[src/rtl/mandelbrot_escape_shade_assert.svh]
// Assertion macros of the escape-shade RTL, used by mes_ctrl.
// Each macro expects clk and arst_n in the scope where it is used.
`ifndef MANDELBROT_ESCAPE_SHADE_ASSERT_SVH
`define MANDELBROT_ESCAPE_SHADE_ASSERT_SVH

// Same-cycle implication.
`define MES_ASSERT_NOW(lbl, ante, cons, msg) \
	lbl: assert property (@(posedge clk) disable iff (!arst_n) (ante) |-> (cons)) \
		else $error(msg);

// Next-cycle implication.
`define MES_ASSERT_NEXT(lbl, ante, cons, msg) \
	lbl: assert property (@(posedge clk) disable iff (!arst_n) (ante) |=> (cons)) \
		else $error(msg);

`endif

[src/rtl/mes_pkg.sv]
// Types, constants and helpers of the escape-shade block.
// Used by mes_ctrl, mes_dpath and mandelbrot_escape_shade.
`timescale 1ns / 1ps
package mes_pkg;
	localparam int FRAC_BITS = 28;
	localparam int DIM_BITS  = 12;
	localparam int ITER_BITS = 16;
	localparam int SIZE_BITS = DIM_BITS + 1;
	localparam int CFG_W     = (SIZE_BITS > ITER_BITS) ? SIZE_BITS : ITER_BITS;
	localparam int SPAN_W    = FRAC_BITS + 2;
	localparam int DXY_W     = SPAN_W + DIM_BITS;
	localparam int DG_W      = ITER_BITS + 8;
	localparam int DIVN_W    = (DXY_W > DG_W) ? DXY_W : DG_W;
	localparam int DVS_W     = (DIM_BITS > ITER_BITS) ? DIM_BITS : ITER_BITS;
	localparam int CNT_W     = $clog2(DIVN_W + 1);

	localparam logic [SPAN_W-1:0] X_SPAN = SPAN_W'(64'd3 << FRAC_BITS);
	localparam logic [SPAN_W-1:0] Y_SPAN = SPAN_W'(((64'd24 << FRAC_BITS) + 64'd5) / 10);
	localparam logic signed [31:0] X_LOW = -32'sd1 * 32'(64'd2 << FRAC_BITS);
	localparam logic signed [31:0] Y_LOW = -32'sd1 * 32'(((64'd12 << FRAC_BITS) + 64'd5) / 10);
	localparam logic [64:0] LIMIT4 = 65'(65'd4 << (2 * FRAC_BITS));

	localparam logic [SIZE_BITS-1:0] W_RESET = SIZE_BITS'(160);
	localparam logic [SIZE_BITS-1:0] H_RESET = SIZE_BITS'(120);
	localparam logic [ITER_BITS-1:0] N_RESET = ITER_BITS'(64);

	localparam logic [1:0] REG_WIDTH    = 2'd0;
	localparam logic [1:0] REG_HEIGHT   = 2'd1;
	localparam logic [1:0] REG_MAX_ITER = 2'd2;

	typedef enum logic [3:0] {
		S_IDLE, S_SETX, S_DIVX, S_SETY, S_DIVY, S_TEST, S_CHK, S_SETG, S_DIVG, S_DONE
	} state_t;

	typedef enum logic [1:0] {DIV_X, DIV_Y, DIV_G} div_sel_t;

	typedef struct packed {
		logic     start_in;
		logic     div_start;
		logic     div_run;
		logic     div_take;
		div_sel_t div_sel;
		logic     mul;
		logic     upd;
		logic     grey_zero;
		logic     out_load;
	} cmd_t;

	typedef struct packed {
		logic div_done;
		logic iter_full;
		logic escaped;
	} sts_t;

	function automatic logic signed [31:0] sat32(input logic signed [63:0] x);
		if (x > 64'sd2147483647) return 32'sh7fffffff;
		if (x < -64'sd2147483648) return 32'sh80000000;
		return x[31:0];
	endfunction
endpackage

[src/rtl/mes_ctrl.sv]
// Controller of the escape-shade block: sequences mapping, iteration and shading.
// Depends on mes_pkg and the assertion macro header.
`timescale 1ns / 1ps
`include "mandelbrot_escape_shade_assert.svh"
module mes_ctrl (
	input  logic          clk,
	input  logic          arst_n,
	input  logic          in_valid,
	output logic          in_ready,
	output logic          out_valid,
	input  logic          out_ready,
	output mes_pkg::cmd_t cmd,
	input  mes_pkg::sts_t sts
);
	import mes_pkg::*;

	state_t state_q, state_d;
	logic   out_valid_q;

	always_ff @(posedge clk or negedge arst_n) begin
		if (!arst_n) begin
			state_q     <= S_IDLE;
			out_valid_q <= 1'b0;
		end else begin
			state_q <= state_d;
			if (cmd.out_load) out_valid_q <= 1'b1;
			else if (out_ready) out_valid_q <= 1'b0;
		end
	end

	always_comb begin
		state_d = state_q;
		cmd     = '0;
		cmd.div_sel = DIV_X;
		unique case (state_q)
			S_IDLE: begin
				if (in_valid) begin
					cmd.start_in = 1'b1;
					state_d      = S_SETX;
				end
			end
			S_SETX: begin
				cmd.div_start = 1'b1;
				state_d       = S_DIVX;
			end
			S_DIVX: begin
				if (sts.div_done) begin
					cmd.div_take = 1'b1;
					state_d      = S_SETY;
				end else cmd.div_run = 1'b1;
			end
			S_SETY: begin
				cmd.div_sel   = DIV_Y;
				cmd.div_start = 1'b1;
				state_d       = S_DIVY;
			end
			S_DIVY: begin
				cmd.div_sel = DIV_Y;
				if (sts.div_done) begin
					cmd.div_take = 1'b1;
					state_d      = S_TEST;
				end else cmd.div_run = 1'b1;
			end
			S_TEST: begin
				if (sts.iter_full) begin
					cmd.grey_zero = 1'b1;
					state_d       = S_DONE;
				end else begin
					cmd.mul = 1'b1;
					state_d = S_CHK;
				end
			end
			S_CHK: begin
				if (sts.escaped) state_d = S_SETG;
				else begin
					cmd.upd = 1'b1;
					state_d = S_TEST;
				end
			end
			S_SETG: begin
				cmd.div_sel   = DIV_G;
				cmd.div_start = 1'b1;
				state_d       = S_DIVG;
			end
			S_DIVG: begin
				cmd.div_sel = DIV_G;
				if (sts.div_done) begin
					cmd.div_take = 1'b1;
					state_d      = S_DONE;
				end else cmd.div_run = 1'b1;
			end
			S_DONE: begin
				// wait until the output register is free
				if (!out_valid_q || out_ready) begin
					cmd.out_load = 1'b1;
					state_d      = S_IDLE;
				end
			end
			default: state_d = S_IDLE;
		endcase
	end

	assign in_ready  = (state_q == S_IDLE);
	assign out_valid = out_valid_q;

	`MES_ASSERT_NEXT(a_out_hold, out_valid_q && !out_ready, out_valid_q, "result dropped")
	`MES_ASSERT_NOW(a_take_done, cmd.div_take, sts.div_done, "divider result taken early")
	`MES_ASSERT_NOW(a_upd_live, cmd.upd, !sts.iter_full && !sts.escaped, "update after end")
	`MES_ASSERT_NEXT(a_done_wait, state_q == S_DONE && out_valid_q && !out_ready,
		state_q == S_DONE, "result overwritten while stalled")
endmodule

[config.mk]
export PLATFORM = sky130hd
export DESIGN_NAME = mes_ctrl
export DESIGN_NICKNAME = d
export VERILOG_FILES = /design/src/rtl/mes_pkg.sv /design/src/rtl/mes_ctrl.sv
export VERILOG_INCLUDE_DIRS = /design/src /design/src/rtl
export SDC_FILE = /design/constraint.sdc
export NUM_CORES = 1
export LEC_CHECK = 0
export BUFFER_PORTS_ARGS = -buffer_cell sky130_fd_sc_hd__buf_2
export CAP_MARGIN = 25
export CORE_AREA = 2 2 39 41
export DETAILED_ROUTE_END_ITERATION = 7
export DIE_AREA = 0 0 41 43
export PLACE_DENSITY_LB_ADDON = 0.12
export SYNTH_ARGS = -nofsm -noshare
export SYNTH_HDL_FRONTEND = slang
export SYNTH_SLANG_ARGS = --single-unit
[constraint.sdc]
create_clock -name clk -period 2.44 [get_ports clk]
set_input_delay 0.122 -clock clk [delete_from_list [all_inputs] [get_ports clk]]
set_output_delay 0.122 -clock clk [all_outputs]
set_load 0.01 [all_outputs]
==> results of run 1 <==
-- layout by cell type (no fill, tap or decap) --
| cell | n |
|---|---|
| o211ai_2 | 1 |
| nor4_1 | 1 |
| nor4b_1 | 2 |
| nand3_1 | 1 |
| o32a_1 | 1 |
| and2b_1 | 1 |
| or2b_1 | 1 |
| dlygate4sd3_1 | 1 |
| inv_1 | 1 |
| and2_1 | 1 |
| dfrtp_1 | 5 |
| a21oi_1 | 3 |
| o2111ai_1 | 1 |
| clkbuf_1 | 1 |
| nor2b_1 | 4 |
| and3b_1 | 1 |
| nand4bb_1 | 1 |
| o21ba_1 | 1 |
| nand2b_1 | 2 |
| mux2i_1 | 1 |
| buf_2 | 18 |
| o21ai_0 | 1 |
| a211oi_1 | 1 |
| nand3b_1 | 1 |
| nor2_1 | 3 |
| nor3_1 | 2 |
| or4_4 | 1 |
| nor3b_1 | 2 |
| clkbuf_4 | 3 |
| and3_1 | 2 |
| nand2_1 | 8 |
-- per-stage QoR --
step | utilization [%] | worst slack [ns] | cells | power, mW
3_3_place_gp | 37.79 | 0.9624 | 84 | 0.5577
3_5_place_dp | 37.79 | 0.9807 | 84 | 0.5533
5_1_grt | 40.42 | 0.6118 | 89 | 0.7133
6_report | 40.42 | 0.7183 | 89 | 0.6467
4_1_cts | 40.42 | 0.7135 | 89 | 0.6545
2_1_floorplan | - | 1.050 | 54 | 0.4824
-- final timing paths --
path	slack, ns	end	from
max	0.72	cmd[5]	state_q[3]
max reg2reg	1.03	state_q[0]	state_q[3]
min reg2reg	0.58	out_valid	out_valid
max in group asynchronous	2.08	state_q[2]	arst_n
min	0.23	out_valid	arst_n
min in group clk	0.23	out_valid	out_ready
-- power by group --
group / internal [mW] / leakage [nW] / switching (mW)
combinational: 0.179 / 0.201 / 0.159
sequential: 0.116 / 0.0647 / 0.0982
clock: 0.0617 / 0.0150 / 0.0321
-- layout make-up --
cell class,count,share of cell area (%)
tap,16,3.579
timing repair buffer,19,17.90
sequential,5,22.37
inverter,1,0.6711
clock buffer,4,4.698
multi-input combinational,44,50.78
-- cells by family (layout without fill, tap and decap cells) --
kind of cell / Yosys count / count (layout) / synth area share [%]
mux: 1 / 1 / 2.235
compound gates: 9 / 9 / 15.36
simple gates: 34 / 34 / 45.81
flops: 5 / 5 / 27.93
buf+inv: 5 / 24 / 8.658
-- registers in the layout (all words and copies together) (netlist names) --
name	flops
out_valid	1
state_q	4
-- critical path, cell delays in order, from the launching register on --
cell	delay, ns
dfrtp_1	0.58
inv_1	0.15
or4_4	0.45
nand2_1	0.07
buf_2	0.12
-- metal layers --
metal	GRT usage [%]	share of wire (%)
met5	0	0
met4	4.000	0
met3	6.283	5.0
met2	15.31	45
met1	21.68	50
==> flow_metrics.tcl, run 1 <==
set metrics [dict create \
    synth_common_cells "8 x nand2_1, 5 x dfrtp_1, 4 x nor2b_1, 3 x a21oi_1, 3 x nor2_1" \
    drt_first_pass_iters 4 \
    die_x_microns 41 \
    die_y_microns 43 \
    ys_seq_area_share_pct 27.93 \
    synthCells 54 \
    cp_max_fo 12 \
    synth_top_area_share_pct 27.93 \
    hpwl_microns 730.2 \
    cts-hold-fix-buffers 1 \
    htreeDepth 1 \
    setup_tns_ns 0 \
    ios 19 \
    hold_viol 0 \
    slew_viol_final 0 \
    port_buffers 18 \
    cts-root-buf "clkbuf_4" \
    cts_tree "done" \
    yosysMostFrequentCell "nand2_1" \
    cp-start-kind "register" \
    nNetsFinal 81 \
    multi_input_area_sq_um 284.0 \
    fin_skew_ns 0.002073 \
    async_reset_ff_share_pct 100.0 \
    placed_cell_area_sq_um 523.0 \
    synth_top_cells_by_area "dfrtp_1 28%, nand2_1 6.7%, nor2b_1 5.6%, buf_6 5.0%, nor4b_1 3.9%" \
    grtUsageTotal_pct 13.48 \
    synth_fp_nets 61 \
    synth-seq-cells 5 \
    timing.hold.ws_ns 0.2288 \
    cts_sinks 5 \
    seq_area_sq_um 125.1 \
    vias 444 \
    syn_area_sq_um 447.9 \
    nFillCells 145 \
    drv_cap 0 \
    cts_resized 0 \
    globalplace.congestion 0.7109 \
    worst_slew_pin_slew_ns 0.4030 \
    grt_max_degree 15 \
    drtIter0Drc 3 \
    synth_cell_types 30 \
    status "finished, final reports clean" \
    relSlewSlack_pct 73.13 \
    routed_via_density 4.989 \
    rsz0062_at_grt "no" \
    overflow 0 \
    cts_buffers 3 \
    initial_core_util_pct 32.37 \
    synth_area_leader_cell "dfrtp_1" \
    powerDensity_nw_per_um2 1156 \
    p_leak_nw 0.2804 \
    drt-total-wl_microns 986 \
    ys.warnings.count 0 \
    synth_edf_count 0 \
    min_period_ns 1.722 \
    drc 0 \
    rr_worst_depth 3 \
    area_delta_synth_final_pct 24.86 \
    drive_above_1_share_pct 31.51 \
    antenna_found_initial 0 \
    ys.flop_type "dfrtp_1" \
    wl_per_cell_microns 11.08 \
    cts_buffer_depth 2 \
    period_share_pct 70.56 \
    grt_pass1_vias 387 \
    stdcell_area_sq_um 559.3 \
    min_path_type "input port to asynchronous set/reset pin" \
    fmax_mhz 580.8 \
    path_class "register to output port" \
    ir_drop_mv 0.4912 \
    grt_pass1_wl_microns 1642 \
    core_area_sq_um 1384 \
    arrival_ns 1.60 \
    cp_data_required_time_ns 2.32 \
    clk-insertion-delay-late_ns 0.24 \
    drtAntennaViolNets 0 \
    critPathCaptureType "output port" \
    setup_violations 0 \
    cts_setup_buffers 0 \
    clk_pin_slew_ns 0.04 \
    antennaDiodeCount 0 \
    dieArea_sq_um 1763 \
    synth_area_per_cell_sq_um 8.295 \
    rows 14 \
]
Power figures use the tool's default switching activity.
==> inputs of run 2 (changes only) <==
==> constraint.sdc (replaced) <==
create_clock -name clk -period 1.7 [get_ports clk]
set_input_delay 0.085 -clock clk [delete_from_list [all_inputs] [get_ports clk]]
set_output_delay 0.085 -clock clk [all_outputs]
set_load 0.01 [all_outputs]
==> flow_metrics.tcl, run 2 (synthesized netlist as in run 1, its figures left out) <==
set metrics [dict create \
    status "finished, final reports clean" \
    comb_power_share_pct 54.2 \
    grt_pass1_wl_microns 1676 \
    switching_share_pct 44.30 \
    cts-root-buf "clkbuf_4" \
    cp-startpoint "state_q[0]" \
    drt_first_pass_iters 2 \
    cts_buffer_depth 2 \
    internal_power_mw 0.5333 \
    routed_via_density 5.033 \
    antennaDiodeCount 0 \
    path_buf_inv 1 \
    drv_cap 0 \
    powerDensity_nw_per_um2 1667 \
    drtAntennaViolNets 0 \
    area_delta_synth_final_pct 28.21 \
    largest_reg_flops 4 \
    slowest_delay_ns 0.60 \
    relSlewSlack_pct 75.04 \
    dieArea_sq_um 1763 \
    drt-total-wl_microns 1008 \
    min_to "state_q[1]" \
    mostFrequentLayoutCell "buf_2" \
    die_x_microns 41 \
    core_area_sq_um 1384 \
    top_register "state_q" \
    r2r_start "state_q[0]" \
    reg2reg_slack_ns 0.42 \
    grt_pass1_vias 393 \
    setup_violations 0 \
    slew_viol_final 0 \
    clk-insertion-delay-late_ns 0.24 \
    rows 14 \
    overflow 0 \
    seqPwrFrac_pct 31.6 \
    nNetsFinal 82 \
    cp-start-kind "register" \
    hold_viol 0 \
    ios 19 \
    min_path_type "input port to register" \
    clk_pin_slew_ns 0.04 \
    critPathCaptureType "output port" \
    drc 0 \
    p_switching_mw 0.4243 \
    drive_above_1_share_pct 37.84 \
    vias 453 \
    hold_path_startpoint "sts[1]" \
    pre_cts_slack_ns 0.3182 \
    min_period_ns 1.616 \
    hpwl_microns 761.2 \
    cp_max_fo 14 \
    worstHoldPathCells 4 \
    r2r_end "state_q[0]" \
    crit_chain "or4_4 -> nand2_1 -> buf_2" \
    initial_core_util_pct 32.37 \
    htreeDepth 1 \
    globalplace.congestion 0.7113 \
    period_share_pct 95.04 \
    pwr-share-clk_pct 14.2 \
    worst_slew_pin_slew_ns 0.3744 \
    path_delay_family "simple AND/OR/NAND/NOR gates" \
    worst_slack_ns 0.08440 \
    antenna_found_initial 0 \
    cts_tree "done" \
    cts_sinks 5 \
    fmax_mhz 619.0 \
    drtIter0Drc 5 \
    cts_buffers 3 \
    grt_max_degree 15 \
    critPathSlowestCell "or4_4" \
    port_buffers 18 \
    die_y_microns 43 \
    layout_common_cells "18 x buf_2, 8 x nand2_1" \
    cp_data_required_time_ns 1.62 \
    setup_tns_ns 0 \
    path_class "register to output port" \
    p_leak_nw 0.2841 \
    rr_worst_depth 3 \
    cts_setup_buffers 0 \
    fin_skew_ns 0.001616 \
    grtUsageTotal_pct 14.00 \
    rsz0062_at_grt "no" \
    ir_drop_mv 0.7766 \
    arrival_ns 1.53 \
    wl_per_cell_microns 11.20 \
]
## run 2: changes by cell type in the layout (fill, tap and decap cells not counted), sizes merged
cell | previous run | this run
buf | 18 | 19
## run 2: worst max path at each step
stage | to | slack (ns) | cells after the start
after CTS | cmd[6] | 0.04 | 4
after global routing | cmd[6] | 0.02 | 4
after global placement | cmd[6] | 0.33 | 4
final | cmd[5] | 0.08 | 3
after floorplan | cmd[9] | 0.35 | 3
after detailed placement | cmd[6] | 0.32 | 4
## run 2: tightest hold or removal path: cells and delay by family
| kind | cells | cell delay, ns |
|---|---|---|
| compound gates | 1 | 0.06 |
| buf+inv | 1 | 0.13 |
| simple gates | 2 | 0.12 |
## run 2: metrics by stage
stage	power, mW	hold slack [ns]	instance area, sq um	utilization [%]	instances
3_5_place_dp	0.8100	-0.09369	530.5	38.34	85
5_1_grt	1.056	0.1991	574.3	41.50	90
3_3_place_gp	0.8176	-0.09396	530.5	38.34	85
2_1_floorplan	0.6924	-0.2106	447.9	-	54
6_report	0.9576	0.1801	574.3	41.50	90
4_1_cts	0.9589	0.1733	566.8	40.96	90
## run 2: timing repair
| item | 4_1_cts | 5_1_grt |
|---|---|---|
| hold endpoints to repair | 5 | 0 |
| setup endpoints to repair | 0 | 3 |
| hold buffers | 1 | 0 |
| resized for setup | 0 | 4 |
## run 2: final cells by class
| class | count | area, sq um |
|---|---|---|
| Sequential cell | 5 | 127.6 |
| Timing Repair Buffer | 20 | 107.6 |
| Multi-Input combinational cell | 44 | 289.0 |
| Tap cell | 16 | 20.02 |
| Fill cell | 148 | 809.5 |
| Clock buffer | 4 | 26.28 |
| Inverter | 1 | 3.754 |
## run 2: power groups by stage
stage | clock network, mW | registers (mW) | logic (mW)
floorplan | 0 | 0.210 | 0.483
global placement | 0 | 0.296 | 0.522
detailed placement | 0 | 0.293 | 0.517
CTS | 0.146 | 0.292 | 0.520
global route | 0.150 | 0.319 | 0.587
finish | 0.136 | 0.303 | 0.519
## run 2: metal layers
layer  GRT usage (%)  part of all wire (%)
met3           4.712                   4.3
met5               0                     0
met4           6.000                     0
met1           20.78                    49
met2           17.81                    47
==> inputs of run 3 (changes only) <==
--- a/config.mk
+++ b/config.mk
@@ -6,12 +6,14 @@
 export SDC_FILE = /design/constraint.sdc
 export NUM_CORES = 1
 export LEC_CHECK = 0
+export ABC_CLOCK_PERIOD_IN_PS = 1700
 export BUFFER_PORTS_ARGS = -buffer_cell sky130_fd_sc_hd__buf_2
 export CAP_MARGIN = 25
 export CORE_AREA = 2 2 39 41
 export DETAILED_ROUTE_END_ITERATION = 7
 export DIE_AREA = 0 0 41 43
 export PLACE_DENSITY_LB_ADDON = 0.12
+export SETUP_SLACK_MARGIN = 0.15
 export SYNTH_ARGS = -nofsm -noshare
 export SYNTH_HDL_FRONTEND = slang
 export SYNTH_SLANG_ARGS = --single-unit
==> flow_metrics.tcl, run 3 (synthesized netlist as in run 1, its figures left out) <==
set metrics [dict create \
    status "finished, final reports clean" \
    cts_buffers 3 \
    hpwl_microns 761.2 \
    drt_first_pass_iters 4 \
    placed_cell_area_sq_um 530.5 \
    die_y_microns 43 \
    cts_tree "done" \
    rr_worst_depth 5 \
    arrival_ns 1.43 \
    cts_buffer_depth 2 \
    rows 14 \
    drc 0 \
    hold_viol 0 \
    setup_tns_ns 0 \
    critPathCaptureType "output port" \
    ios 19 \
    routed_via_density 5.151 \
    drt-total-wl_microns 1360 \
    drv_cap 0 \
    r2r_start "state_q[1]" \
    r2r_end "state_q[0]" \
    min_period_ns 1.519 \
    powerDensity_nw_per_um2 1813 \
    core_area_sq_um 1384 \
    drtAntennaViolNets 0 \
    fmax_mhz 658.5 \
    rsz0062_at_grt "yes" \
    mostFrequentLayoutCell "buf_2" \
    top_register "state_q" \
    antenna_found_initial 0 \
    reg2reg_slack_ns 0.26 \
    timing.hold.ws_ns 0.1747 \
    crit_chain "buf_6 -> or4_4 -> nand2_1 -> buf_2" \
    period_share_pct 89.33 \
    grt_pass1_wl_microns 1883 \
    htreeDepth 1 \
    stdcell_area_sq_um 742.0 \
    globalplace.congestion 0.7113 \
    seq_area_sq_um 130.1 \
    nNetsFinal 98 \
    cp-start-kind "register" \
    ir_drop_mv 0.9488 \
    cts_sinks 5 \
    die_x_microns 41 \
    dieArea_sq_um 1763 \
    clk_pin_slew_ns 0.05 \
    slew_viol_final 0 \
    setup_violations 0 \
    cp_max_fo 5 \
    layout_common_cells "18 x buf_2, 15 x buf_4, 8 x nand2_1, 4 x dfrtp_2" \
    cts-root-buf "clkbuf_4" \
    cp-startpoint "state_q[2]" \
    vias 546 \
    largest_reg_flops 4 \
    cp_data_required_time_ns 1.62 \
    critPathSlowestCell "dfrtp_2" \
    clk-insertion-delay-late_ns 0.25 \
    drive_above_1_share_pct 56.67 \
    antennaDiodeCount 0 \
    grt_pass1_vias 444 \
    initial_core_util_pct 32.37 \
    grt_max_degree 11 \
    p_leak_nw 0.3699 \
    min_path_type "input port to asynchronous set/reset pin" \
    nFillCells 129 \
    wl_per_cell_microns 12.83 \
    fin_skew_ns 0.006682 \
    drtIter0Drc 18 \
    post-route-util_pct 53.62 \
    area_delta_synth_final_pct 65.64 \
    relSlewSlack_pct 82.50 \
    crit_path_end "cmd[5]" \
    multi_input_area_sq_um 326.6 \
    worst_slew_pin_slew_ns 0.2589 \
    port_buffers 18 \
    overflow 0 \
    path_class "register to output port" \
    grtUsageTotal_pct 15.81 \
    slowest_delay_ns 0.44 \
]
run 3: changes by cell type in the layout (fill, tap and decap cells not counted), sizes merged:
| cell | delta |
|---|---|
| buf | +16 |
run 3: power breakdown:
part	internal, mW	switching [mW]
registers	0.177	0.0698
logic	0.521	0.430
clock network	0.0893	0.0574
run 3: critical path, delay by kind of cell (launching register included):
kind | cells | cell delay (ns)
and+or+nand+nor | 2 | 0.49
buffers and inverters | 2 | 0.25
DFF | 1 | 0.44
run 3: layer usage:
metal	GRT usage (%)	up-vias	part of all wire (%)
met5	0	-	0
met4	8.000	0	1.7
met3	4.712	4	6.3
met2	20.94	20	51
met1	22.40	256	41
li1	-	266	-
run 3: worst min path at each step:
stage / startpoint / endpoint / cells after the start
2_1_floorplan: arst_n / out_valid / 0
3_3_place_gp: arst_n / state_q[0] / 1
3_5_place_dp: arst_n / state_q[0] / 1
4_1_cts: sts[1] / state_q[1] / 4
5_1_grt: arst_n / state_q[1] / 2
6_report: arst_n / state_q[3] / 2
run 3: cell type report:
cell class / instances / area share (%)
Clock buffer: 4 / 3.541
Sequential cell: 5 / 17.54
Multi-Input combinational cell: 44 / 44.01
Timing Repair Buffer: 36 / 31.70
Inverter: 1 / 0.5059
Tap cell: 16 / 2.698
run 3: metrics by stage:
step                      cells  setup slack, ns  power, mW
final                       106           0.1814      1.345
after global routing        106           0.1226      1.447
after CTS                    97           0.1590      1.078
after detailed placement     85           0.3182     0.8100
after global placement       85           0.3293     0.8176
after floorplan              54           0.3474     0.6924
run 3: timing repair:
action	CTS	global route
hold buffers	1	0
buffers inserted	7	9
gates resized for setup	4	16
pin swaps	0	4
endpoints found under the setup margin	4	7
cloned	0	0
endpoints found under the hold margin	5	0
